[src/rtl/core/lattice_agent_fitness_defines.svh]
// Assertion helpers used by laf_ctrl. Each expects clk and rst_n in scope.
`ifndef LATTICE_AGENT_FITNESS_DEFINES_SVH
`define LATTICE_AGENT_FITNESS_DEFINES_SVH

// Same-cycle implication, checked outside reset.
`define LAF_ASSERT_IMP(lbl, ante, cons, msg) \
  lbl: assert property (@(posedge clk) disable iff (!rst_n) (ante) |-> (cons)) \
    else $error(msg);

// Next-cycle implication, checked outside reset.
`define LAF_ASSERT_NXT(lbl, ante, cons, msg) \
  lbl: assert property (@(posedge clk) disable iff (!rst_n) (ante) |=> (cons)) \
    else $error(msg);

`endif

[src/rtl/core/laf_pkg.sv]
package laf_pkg;

  localparam int SIDE  = 64;
  localparam int BITS  = 16;
  localparam int CELLS = SIDE * SIDE;

  localparam int COORD_W   = $clog2(SIDE);
  localparam int ADDR_W    = 2 * COORD_W;
  localparam int BIT_IDX_W = $clog2(BITS);
  localparam int POP_W     = $clog2(CELLS) + 1;
  localparam int ONES_W    = $clog2(BITS + 1);

  // Field widths of the stream items.
  localparam int ROW_IN_W  = 6;
  localparam int STR_IN_W  = 16;
  localparam int WEIGHT_W  = 16;
  localparam int FIT_W     = 25;
  localparam int DIST_W    = 17;
  localparam int OVL_W     = 7;

  localparam int IN_FIELDS_W  = 2 * ROW_IN_W + STR_IN_W;
  localparam int IN_TDATA_W   = ((IN_FIELDS_W + 7) / 8) * 8;
  localparam int OUT_FIELDS_W = FIT_W + DIST_W + OVL_W;
  localparam int OUT_TDATA_W  = ((OUT_FIELDS_W + 7) / 8) * 8;

  // Distance sum is accumulated over a fixed number of steps, several bits a step.
  localparam int DIST_STEPS  = 4;
  localparam int DIST_LANES  = BITS / DIST_STEPS;
  localparam int DSTEP_W     = $clog2(DIST_STEPS);
  localparam int LANE_W      = BIT_IDX_W - DSTEP_W;

  // fitness = (G*D) >> GD_SHIFT + (A*S) << LA_SHIFT, exact for powers of two.
  localparam int GD_W     = WEIGHT_W + DIST_W;
  localparam int LA_W     = WEIGHT_W + OVL_W;
  localparam int GD_SHIFT = $clog2(BITS * CELLS) - 8;
  localparam int LA_SHIFT = 6 - $clog2(BITS);

  localparam logic [WEIGHT_W-1:0] WEIGHT_RESET = WEIGHT_W'(256);

  // Configuration register indexes.
  localparam int CFG_IDX_W = 1;
  localparam logic [CFG_IDX_W-1:0] CFG_GLOBAL = 1'b0;
  localparam logic [CFG_IDX_W-1:0] CFG_LOCAL  = 1'b1;

  // Operation codes carried in tuser.
  localparam logic OP_LOAD = 1'b0;
  localparam logic OP_EVAL = 1'b1;

  // Memory address selection.
  localparam int ASEL_W = 3;
  localparam logic [ASEL_W-1:0] ASEL_SELF  = 3'd0;
  localparam logic [ASEL_W-1:0] ASEL_DOWN  = 3'd1;
  localparam logic [ASEL_W-1:0] ASEL_UP    = 3'd2;
  localparam logic [ASEL_W-1:0] ASEL_RIGHT = 3'd3;
  localparam logic [ASEL_W-1:0] ASEL_LEFT  = 3'd4;
  localparam logic [ASEL_W-1:0] ASEL_CLEAR = 3'd5;

  typedef struct packed {
    logic              capture;
    logic              mem_we;
    logic              wr_zero;
    logic [ASEL_W-1:0] addr_sel;
    logic [ADDR_W-1:0] clr_addr;
    logic              take_self;
    logic              ovl_acc;
    logic              dist_acc;
    logic              pop_update;
    logic              mul;
    logic              emit;
  } cmd_t;

  typedef struct packed {
    logic out_busy;
  } status_t;

  function automatic logic [ONES_W-1:0] ones(input logic [BITS-1:0] v);
    logic [ONES_W-1:0] n;
    n = '0;
    for (int i = 0; i < BITS; i++) begin
      n = n + ONES_W'(v[i]);
    end
    return n;
  endfunction

endpackage

[src/rtl/core/laf_ctrl.sv]
`include "lattice_agent_fitness_defines.svh"

module laf_ctrl (
  input  logic             clk,
  input  logic             rst_n,
  input  logic             in_tvalid,
  input  logic             in_tuser,
  output logic             in_tready,
  input  laf_pkg::status_t status,
  output laf_pkg::cmd_t    cmd
);
  import laf_pkg::*;

  localparam int ST_W = 4;
  localparam logic [ST_W-1:0] ST_CLEAR   = 4'd0;
  localparam logic [ST_W-1:0] ST_IDLE    = 4'd1;
  localparam logic [ST_W-1:0] ST_LD_RD   = 4'd2;
  localparam logic [ST_W-1:0] ST_LD_WR   = 4'd3;
  localparam logic [ST_W-1:0] ST_EV_SELF = 4'd4;
  localparam logic [ST_W-1:0] ST_EV_DN   = 4'd5;
  localparam logic [ST_W-1:0] ST_EV_UP   = 4'd6;
  localparam logic [ST_W-1:0] ST_EV_RT   = 4'd7;
  localparam logic [ST_W-1:0] ST_EV_LT   = 4'd8;
  localparam logic [ST_W-1:0] ST_EV_LAST = 4'd9;
  localparam logic [ST_W-1:0] ST_EV_MUL  = 4'd10;
  localparam logic [ST_W-1:0] ST_EV_EMIT = 4'd11;

  logic [ST_W-1:0]   state_r, state_nxt;
  logic [ADDR_W-1:0] clr_cnt_r, clr_cnt_nxt;

  always_ff @(posedge clk) begin
    if (!rst_n) begin
      state_r   <= ST_CLEAR;
      clr_cnt_r <= '0;
    end else begin
      state_r   <= state_nxt;
      clr_cnt_r <= clr_cnt_nxt;
    end
  end

  always_comb begin
    state_nxt   = state_r;
    clr_cnt_nxt = clr_cnt_r;
    in_tready   = 1'b0;
    cmd         = '0;
    cmd.addr_sel = ASEL_SELF;
    cmd.clr_addr = clr_cnt_r;
    unique case (state_r)
      ST_CLEAR: begin
        cmd.mem_we   = 1'b1;
        cmd.wr_zero  = 1'b1;
        cmd.addr_sel = ASEL_CLEAR;
        clr_cnt_nxt  = clr_cnt_r + ADDR_W'(1);
        if (clr_cnt_r == '1) begin
          state_nxt = ST_IDLE;
        end
      end
      ST_IDLE: begin
        in_tready = 1'b1;
        if (in_tvalid) begin
          cmd.capture = 1'b1;
          state_nxt   = (in_tuser == OP_LOAD) ? ST_LD_RD : ST_EV_SELF;
        end
      end
      ST_LD_RD: begin
        state_nxt = ST_LD_WR;
      end
      ST_LD_WR: begin
        cmd.mem_we     = 1'b1;
        cmd.pop_update = 1'b1;
        state_nxt      = ST_IDLE;
      end
      ST_EV_SELF: begin
        state_nxt = ST_EV_DN;
      end
      ST_EV_DN: begin
        cmd.take_self = 1'b1;
        cmd.addr_sel  = ASEL_DOWN;
        state_nxt     = ST_EV_UP;
      end
      // From here on, each cycle folds in the neighbor that the previous cycle read.
      ST_EV_UP: begin
        cmd.addr_sel = ASEL_UP;
        cmd.ovl_acc  = 1'b1;
        cmd.dist_acc = 1'b1;
        state_nxt    = ST_EV_RT;
      end
      ST_EV_RT: begin
        cmd.addr_sel = ASEL_RIGHT;
        cmd.ovl_acc  = 1'b1;
        cmd.dist_acc = 1'b1;
        state_nxt    = ST_EV_LT;
      end
      ST_EV_LT: begin
        cmd.addr_sel = ASEL_LEFT;
        cmd.ovl_acc  = 1'b1;
        cmd.dist_acc = 1'b1;
        state_nxt    = ST_EV_LAST;
      end
      ST_EV_LAST: begin
        cmd.ovl_acc  = 1'b1;
        cmd.dist_acc = 1'b1;
        state_nxt    = ST_EV_MUL;
      end
      ST_EV_MUL: begin
        cmd.mul   = 1'b1;
        state_nxt = ST_EV_EMIT;
      end
      ST_EV_EMIT: begin
        if (!status.out_busy) begin
          cmd.emit  = 1'b1;
          state_nxt = ST_IDLE;
        end
      end
      default: begin
        state_nxt = ST_IDLE;
      end
    endcase
  end

  `LAF_ASSERT_IMP(a_no_accept_in_clear, state_r == ST_CLEAR, !in_tready, "item taken during clearing pass")
  `LAF_ASSERT_IMP(a_write_source, cmd.mem_we, (state_r == ST_CLEAR) || (state_r == ST_LD_WR), "store written outside clear or load")
  `LAF_ASSERT_NXT(a_clear_ends, (state_r == ST_CLEAR) && (clr_cnt_r == '1), state_r == ST_IDLE, "clearing pass did not finish")
  `LAF_ASSERT_IMP(a_emit_free, cmd.emit, !status.out_busy, "result overwrote a waiting beat")

endmodule

[config.mk]
export PLATFORM = sky130hd
export DESIGN_NAME = laf_ctrl
export DESIGN_NICKNAME = d
export VERILOG_FILES = /design/src/rtl/core/laf_pkg.sv /design/src/rtl/core/laf_ctrl.sv
export VERILOG_INCLUDE_DIRS = /design/src /design/src/rtl/core
export SDC_FILE = /design/constraint.sdc
export NUM_CORES = 1
export LEC_CHECK = 0
export ABC_AREA = 1
export BUFFER_PORTS_ARGS = -buffer_cell sky130_fd_sc_hd__buf_2
export CORE_MARGIN = 2
export CORE_UTILIZATION = 49
export DETAILED_ROUTE_END_ITERATION = 12
export PLACE_DENSITY = 0.88
export SYNTH_ARGS = -nofsm -noshare
export SYNTH_HDL_FRONTEND = slang
export SYNTH_SLANG_ARGS = --single-unit
[constraint.sdc]
create_clock -name clk -period 1.6 [get_ports clk]
set_clock_uncertainty 0.1 [all_clocks]
set_input_delay 0.24 -clock clk [delete_from_list [all_inputs] [get_ports clk]]
set_output_delay 0.24 -clock clk [all_outputs]
set_load 0.01 [all_outputs]
[Yosys cells after proc, flatten, opt, wreduce, memory -nomap -nowiden]
Cells that the tools add are included.
Storage, ports and cells
  bits in registers: 16
  bits of input ports: 5
  output and inout bits: 25
  word-level logic and storage cells: 39
Operators by class
  add/subtract/negate cells: 1
  equality and inequality tests: 15
  multiplexer cells: 17
  reduce and logical (&&, ||, !) cells: 4
Operator list (count)
  one-hot mux 4 bit (11 select lines): 1
  equality test 4 x 3 -> 1 bit (second input constant): 4
  equality test 4 bit (second input constant): 4
  one-hot mux 3 bit (5 select lines): 1
  adder 12 x 1 -> 12 bit (second input constant): 1
  equality test 12 bit (second input constant): 1
  two-way mux 4 bit: 3
  two-way mux 1 bit: 10
  equality test 4 x 2 -> 1 bit (second input constant): 2
  inequality test 2 bit (second input constant): 3
  equality test 4 x 1 -> 1 bit (second input constant): 1
  logical NOT 4 bit: 1
  OR reduction 4 bit: 1
  two-way mux 3 bit: 1
  AND reduction 3 bit: 1
  two-way mux 2 bit: 1
  OR reduction 2 bit: 1

[Depth between registers and ports, before layout]
Gate-level depths: netlist of the first run.
  depth after elaboration: 3
  gate-level depth with buffers: 10
  gate-level depth less buffers: 10

[Worst setup path before layout of the first run]
OpenSTA, ideal clock, no wires.
  path kind: reg-to-output
  start point: register state_r[2]
  end point: output cmd[4] (netlist name)
  arrival: 1.247 ns
  data required time: 1.260 ns
  slack: 0.013 ns
  cell stages (with the launch flop): 7
  path buffers: 1
  path through: dfxtp_1 inv_1 nor2_1 inv_1 nor2_1 o21bai_1 buf_4
RTL lines
  from (decl): RTL line laf_ctrl.sv:28  | logic [ST_W-1:0] state_r, state_nxt;
  from (signal assigned): RTL line laf_ctrl.sv:36  | state_r <= state_nxt;
  to (decl): RTL line laf_ctrl.sv:10  | output laf_pkg::cmd_t cmd

==> results.toml, run 1 <==
[logic_synthesis]
synth.area.top_cells = "dfxtp_1, nand2_1, nor2_1"
syn_avg_cell_area_um2 = 6.397
synthesis.instances = 151
synth.distinct_cells = 20
ys_seq_area_frac = 0.3316
ys_warn_count = 0
synth-seq-cells = 16
post-synth-top-area-fraction = 0.3316
syn-num-nets = 157
syn-cell-area_um2 = 965.9
synth_top_area_cell = "dfxtp_1"

[worst_hold_path]
hold_path.class = "in -> reg"
holdCritStartpoint = "status"
hold_depth = 3

[floorplan]
io_pins = 30
rows = 16
fp.coreArea_mm2 = 0.001902
dieArea_mm2 = 0.002343
start_util = 0.5079
die_h_um = 48.40
die_w_um = 48.40

[drt]
drt-initial-drc-count = 14
via_count = 1050
first_pass_iters = 4
vias_per_cell = 4.907
ant_nets = 0
routed_wl_um = 2250
wl_per_cell_um = 10.51
drc_errors = 0

[worst_setup_path]
worstPathRequired_ps = 1260
cp-start-kind = "flop"
crit_chain = "inv_4, nor2_4, inv_2, nor2_2, o21bai_4, buf_6"
worst-setup-path-type = "reg -> out"
reg2reg_from = "state_r[3]"
worst-r2r-cell-count = 10
slowest_stage = "dfxtp_4"
timing.critical_path.from = "state_r[2]"
worstPathArrival_ps = 1220
cpPeakStageDelay_ps = 390
crit_fanout = 4
worst_setup_path_end_kind = "primary output"

[final_layout]
nets = 194
multi_input_area_um2 = 570.5
synthToLayoutAreaGrowth_pct = 33.03
drive_gt1_frac = 0.3422
antenna_cells = 0
final-seq-area_um2 = 334.1
fillCellCount = 177

[timing]
setup_viol = 0
relSlewSlack = 0.8412
hold_ws_ps = 133.4
worst_slew_pin_slew_ps = 237.1
max_freq_ghz = 0.6428
min_period_ps = 1556
slew_viol_final = 0
rsz0062_at_grt = "yes"
fin_crit_sh = 0.9724
hold_viol = 0

[global_routing]
grt_usage = 0.2058
grt_pass1_wl_um = 3822
antenna_found_initial = 0
grt_pass1_vias = 962
grt_overflow = 0
grt_max_degree = 14

[power]
power_leakage_nw = 0.6474
finalPower_mw = 1.593
power_density_mw_per_mm2 = 1240
ir_drop_v = 0.0009641

[clock_tree]
h-tree-depth = 1
clkTransAtPathRegs_ps = 90
clockRootBuffer = "clkbuf_4"
cts_tree = "built"
clock_latency_ps = 290
cts_buffer_depth = 2
cts_buffers = 3
cts_sinks = 16

[placement]
portBuffers = 29
place.gp.congestion = 0.8185
dp_hpwl_um = 1593

[run]
drv_cap = 0

[outcome]
status = "complete, no violations"
-- report_power, final --
part,leakage [nW],internal [mW],switching [mW]
Combinational,0.494,0.321,0.455
Sequential,0.133,0.464,0.0876
Clock,0.0210,0.139,0.127
Total,0.647,0.924,0.670
-- final cells by class --
| type | instances | area share |
|---|---|---|
| inverters | 26 | 0.07984 |
| flip-flops and latches | 16 | 0.2600 |
| multi-input cells | 107 | 0.4440 |
| well taps | 27 | 0.02629 |
| repair buffers | 34 | 0.1616 |
| clock buffers | 4 | 0.02824 |
-- cells in the mapped netlist --
| library cell | count |
|---|---|
| nand2_1 | 35 |
| nor2_1 | 28 |
| inv_1 | 26 |
| dfxtp_1 | 16 |
| o21ai_0 | 9 |
| a21oi_1 | 8 |
| nand3_1 | 7 |
| nor2_4 | 4 |
| nand2_4 | 2 |
| nand4_1 | 2 |
| nor2_2 | 2 |
| nor3_1 | 2 |
| o211ai_1 | 2 |
| o21bai_1 | 2 |
| buf_4 | 1 |
| buf_6 | 1 |
| ha_1 | 1 |
| nand2_2 | 1 |
| nor3b_2 | 1 |
| xor2_1 | 1 |
-- timing repair --
action	4_1_cts	5_1_grt
hold buffers	0	0
pin swaps	2	2
resized for setup	11	14
setup buffers	3	2
setup endpoints to repair	8	14
-- critical path: cells and delay by family, from the launching register on --
| kind | cells | cell delay, ps |
|---|---|---|
| AO/OA/AOI/OAI | 1 | 140 |
| flip-flops | 1 | 390 |
| AND/OR/NAND/NOR | 2 | 180 |
| buffers and inverters | 3 | 220 |
-- cell families (layout without fill, tap and decap cells) --
group	after synthesis	in the layout	synth area share
adders and majority gates	1	1	0.01295
buffers and inverters	28	64	0.1205
xor gates and xnor gates	1	1	0.009069
and+or+nand+nor	84	84	0.4067
DFF	16	16	0.3316
AOI/OAI and AO/OA	21	21	0.1192
-- sequential cells by signal, indices dropped and copies added (netlist names) --
| signal | count |
|---|---|
| clr_cnt_r | 12 |
| state_r | 4 |
-- placed cells by master (no fill, tap or decap), drive strengths merged --
cell	instances
buf	34
nand3	7
o211ai	2
o21bai	2
dfxtp	16
nor2	34
xor2	1
nor3b	1
ha	1
o21ai	9
inv	26
nand4	2
a21oi	8
nand2	38
nor3	2
clkbuf	4
-- metrics by stage --
step | area (µm²) | utilization | TNS [ps] | worst slack, ps | std cells
finish | 1285 | 0.6757 | 0 | 44.21 | 214
CTS | 1204 | 0.6329 | 0 | 0.9626 | 212
global placement | 1126 | 0.5921 | 0 | 200.9 | 205
detailed placement | 1126 | 0.5921 | 0 | 142.3 | 205
floorplan | 965.9 | - | 0 | 12.86 | 151
global route | 1285 | 0.6757 | -37.19 | -19.36 | 214
-- final timing paths --
kind,endpoint,slack (ps)
max reg2reg,clr_cnt_r[9],120
min reg2reg,clr_cnt_r[5],410
min,state_r[3],130
max,cmd[4],40
-- routing by layer --
layer  vias to the layer above  GRT usage  share of wire  routed length [µm]
met2                        29     0.3704           0.52                1159
met1                       473     0.2261           0.41                 918
met3                         6    0.04012          0.049                 111
met5                         -          0              0                   0
li1                        542          -              -                   -
met4                         0     0.1143          0.027                  61
(Power assumes the default switching activity.)
==> run 2, diff against run 1 <==
CORE_UTILIZATION = 52   (was 49)
CTS_BUF_LIST = sky130_fd_sc_hd__clkbuf_8   (was default)
PLACE_DENSITY = 0.92   (was 0.88)
==> results.toml, run 2 (same netlist as run 1, synthesis figures left out) <==
[worst_setup_path]
worst-setup-path-type = "reg -> out"
crit_chain = "inv_2, nor2_4, inv_2, nor2_2, o21bai_4, buf_2"
worstPathArrival_ps = 1240
slowest_stage = "dfxtp_4"
worstPathRequired_ps = 1260
crit_family = "flip-flops"
cp_common_cell = "inv_2"
worst-r2r-cell-count = 8
reg2reg_from = "clr_cnt_r[1]"
r2r_slack_ps = 130
timing.rr.end = "state_r[1]"
worst_setup_path_end_kind = "primary output"
crit_fanout = 4
path_buf_inv = 3
cp-start-kind = "flop"
cpPeakStageDelay_ps = 370

[timing]
rsz0062_at_grt = "yes"
relSlewSlack = 0.8536
slew_viol_final = 0
hold_ws_ps = 178.3
totalNegativeSetupSlack_ps = 0
fin_crit_sh = 0.9871
hold_viol = 0
min_period_ps = 1579
setup_viol = 0
worst_slew_pin_slew_ps = 219.1
max_freq_ghz = 0.6331

[global_routing]
grt_pass1_wl_um = 3525
grt_pass1_vias = 884
grt_usage = 0.2311
grt_max_degree = 14
antenna_found_initial = 0
grt_overflow = 0

[worst_hold_path]
hold_depth = 3
min_to = "state_r[3]"
hold_path.class = "in -> reg"
holdCritStartpoint = "status"

[placement]
portBuffers = 29
place.gp.congestion = 0.8058
placed_area_mm2 = 0.001124
dp_hpwl_um = 1751

[power]
pwr-share-comb = 0.429
finalPower_mw = 1.462
ir_drop_v = 0.0009278
power_leakage_nw = 0.6072
seqPwrFrac = 0.364
clockPowerShare = 0.208
power_density_mw_per_mm2 = 1222
intPower_mw = 0.8375
switching_share = 0.4272
p_switching_mw = 0.6246

[floorplan]
fp.coreArea_mm2 = 0.001745
die_h_um = 47.10
io_pins = 30
start_util = 0.5534
rows = 15
dieArea_mm2 = 0.002218
die_w_um = 47.10

[final_layout]
largest-register = "clr_cnt_r"
final_common_cell = "nand2_1"
final_cell_mix = "nand2_1, buf_2, nor2_1"
drive_gt1_frac = 0.2928
largest_reg_flops = 12
nets = 189
largest_registers = "clr_cnt_r (12), state_r (4)"
synthToLayoutAreaGrowth_pct = 23.83
antenna_cells = 0
stdcell_area_mm2 = 0.001196

[drt]
routed_wl_um = 2270
drt-initial-drc-count = 25
wl_per_cell_um = 11.02
first_pass_iters = 4
vias_per_cell = 5.083
via_count = 1047
ant_nets = 0
drc_errors = 0

[clock_tree]
cts_tree = "built"
clockRootBuffer = "clkbuf_8"
clkTransAtPathRegs_ps = 60
cts_buffer_depth = 2
cts_buffers = 3
cts_hold_buf = 0
clock_latency_ps = 250
cts_setup_buffers = 0
h-tree-depth = 1
cts_sinks = 16

[outcome]
status = "complete, no violations"

[run]
drv_cap = 0
-- run 2: changes by cell type in the layout (fill, tap and decap cells not counted), sizes merged --
cell and change:
clkbuf -1, buf -5
-- run 2: how the worst max path moves through the flow --
stage,start,depth (start not counted),endpoint
3_5_place_dp,clr_cnt_r[1],8,state_r[1]
4_1_cts,state_r[2],6,cmd[4]
2_1_floorplan,state_r[2],6,cmd[4]
3_3_place_gp,state_r[2],6,cmd[3]
6_report,state_r[2],6,cmd[4]
5_1_grt,state_r[2],6,cmd[3]
-- run 2: tightest hold or removal path: stages --
cell and delay [ps]:
buf_2 100, nand2_1 80, a21oi_1 60
-- run 2: power groups by stage --
stage	logic, mW	registers, mW	clock network [mW]
floorplan	0.417	0.526	0
global placement	0.597	0.521	0
detailed placement	0.618	0.527	0
CTS	0.622	0.520	0.307
global route	0.709	0.541	0.318
finish	0.627	0.532	0.304
-- run 2: cell type report --
class,instances,area [µm²]
timing repair buffer,29,145.1
inverter,26,97.59
fill,155,549.3
tap,25,31.28
clock buffer,3,41.29
sequential,16,327.8
multi-input combinational,107,553.0
-- run 2: layer usage --
layer  part of all wire  GRT usage  up-vias
met3              0.056    0.05769        5
li1                   -          -      534
met5                  0          0        -
met1               0.40     0.2272      476
met4              0.019     0.1278        0
met2               0.52     0.4356       32
-- run 2: stage by stage --
step / cells / util / worst slack [ps]
after floorplan: 151 / - / 12.86
after global placement: 203 / 0.6437 / 198.4
after detailed placement: 203 / 0.6437 / 127.2
after CTS: 206 / 0.6717 / 4.201
after global routing: 206 / 0.6853 / -48.83
final: 206 / 0.6853 / 20.56
-- run 2: repair_timing --
action / in CTS / in global routing
gates resized for setup: 5 / 9
pin swaps: 0 / 1
setup endpoints to repair: 5 / 9
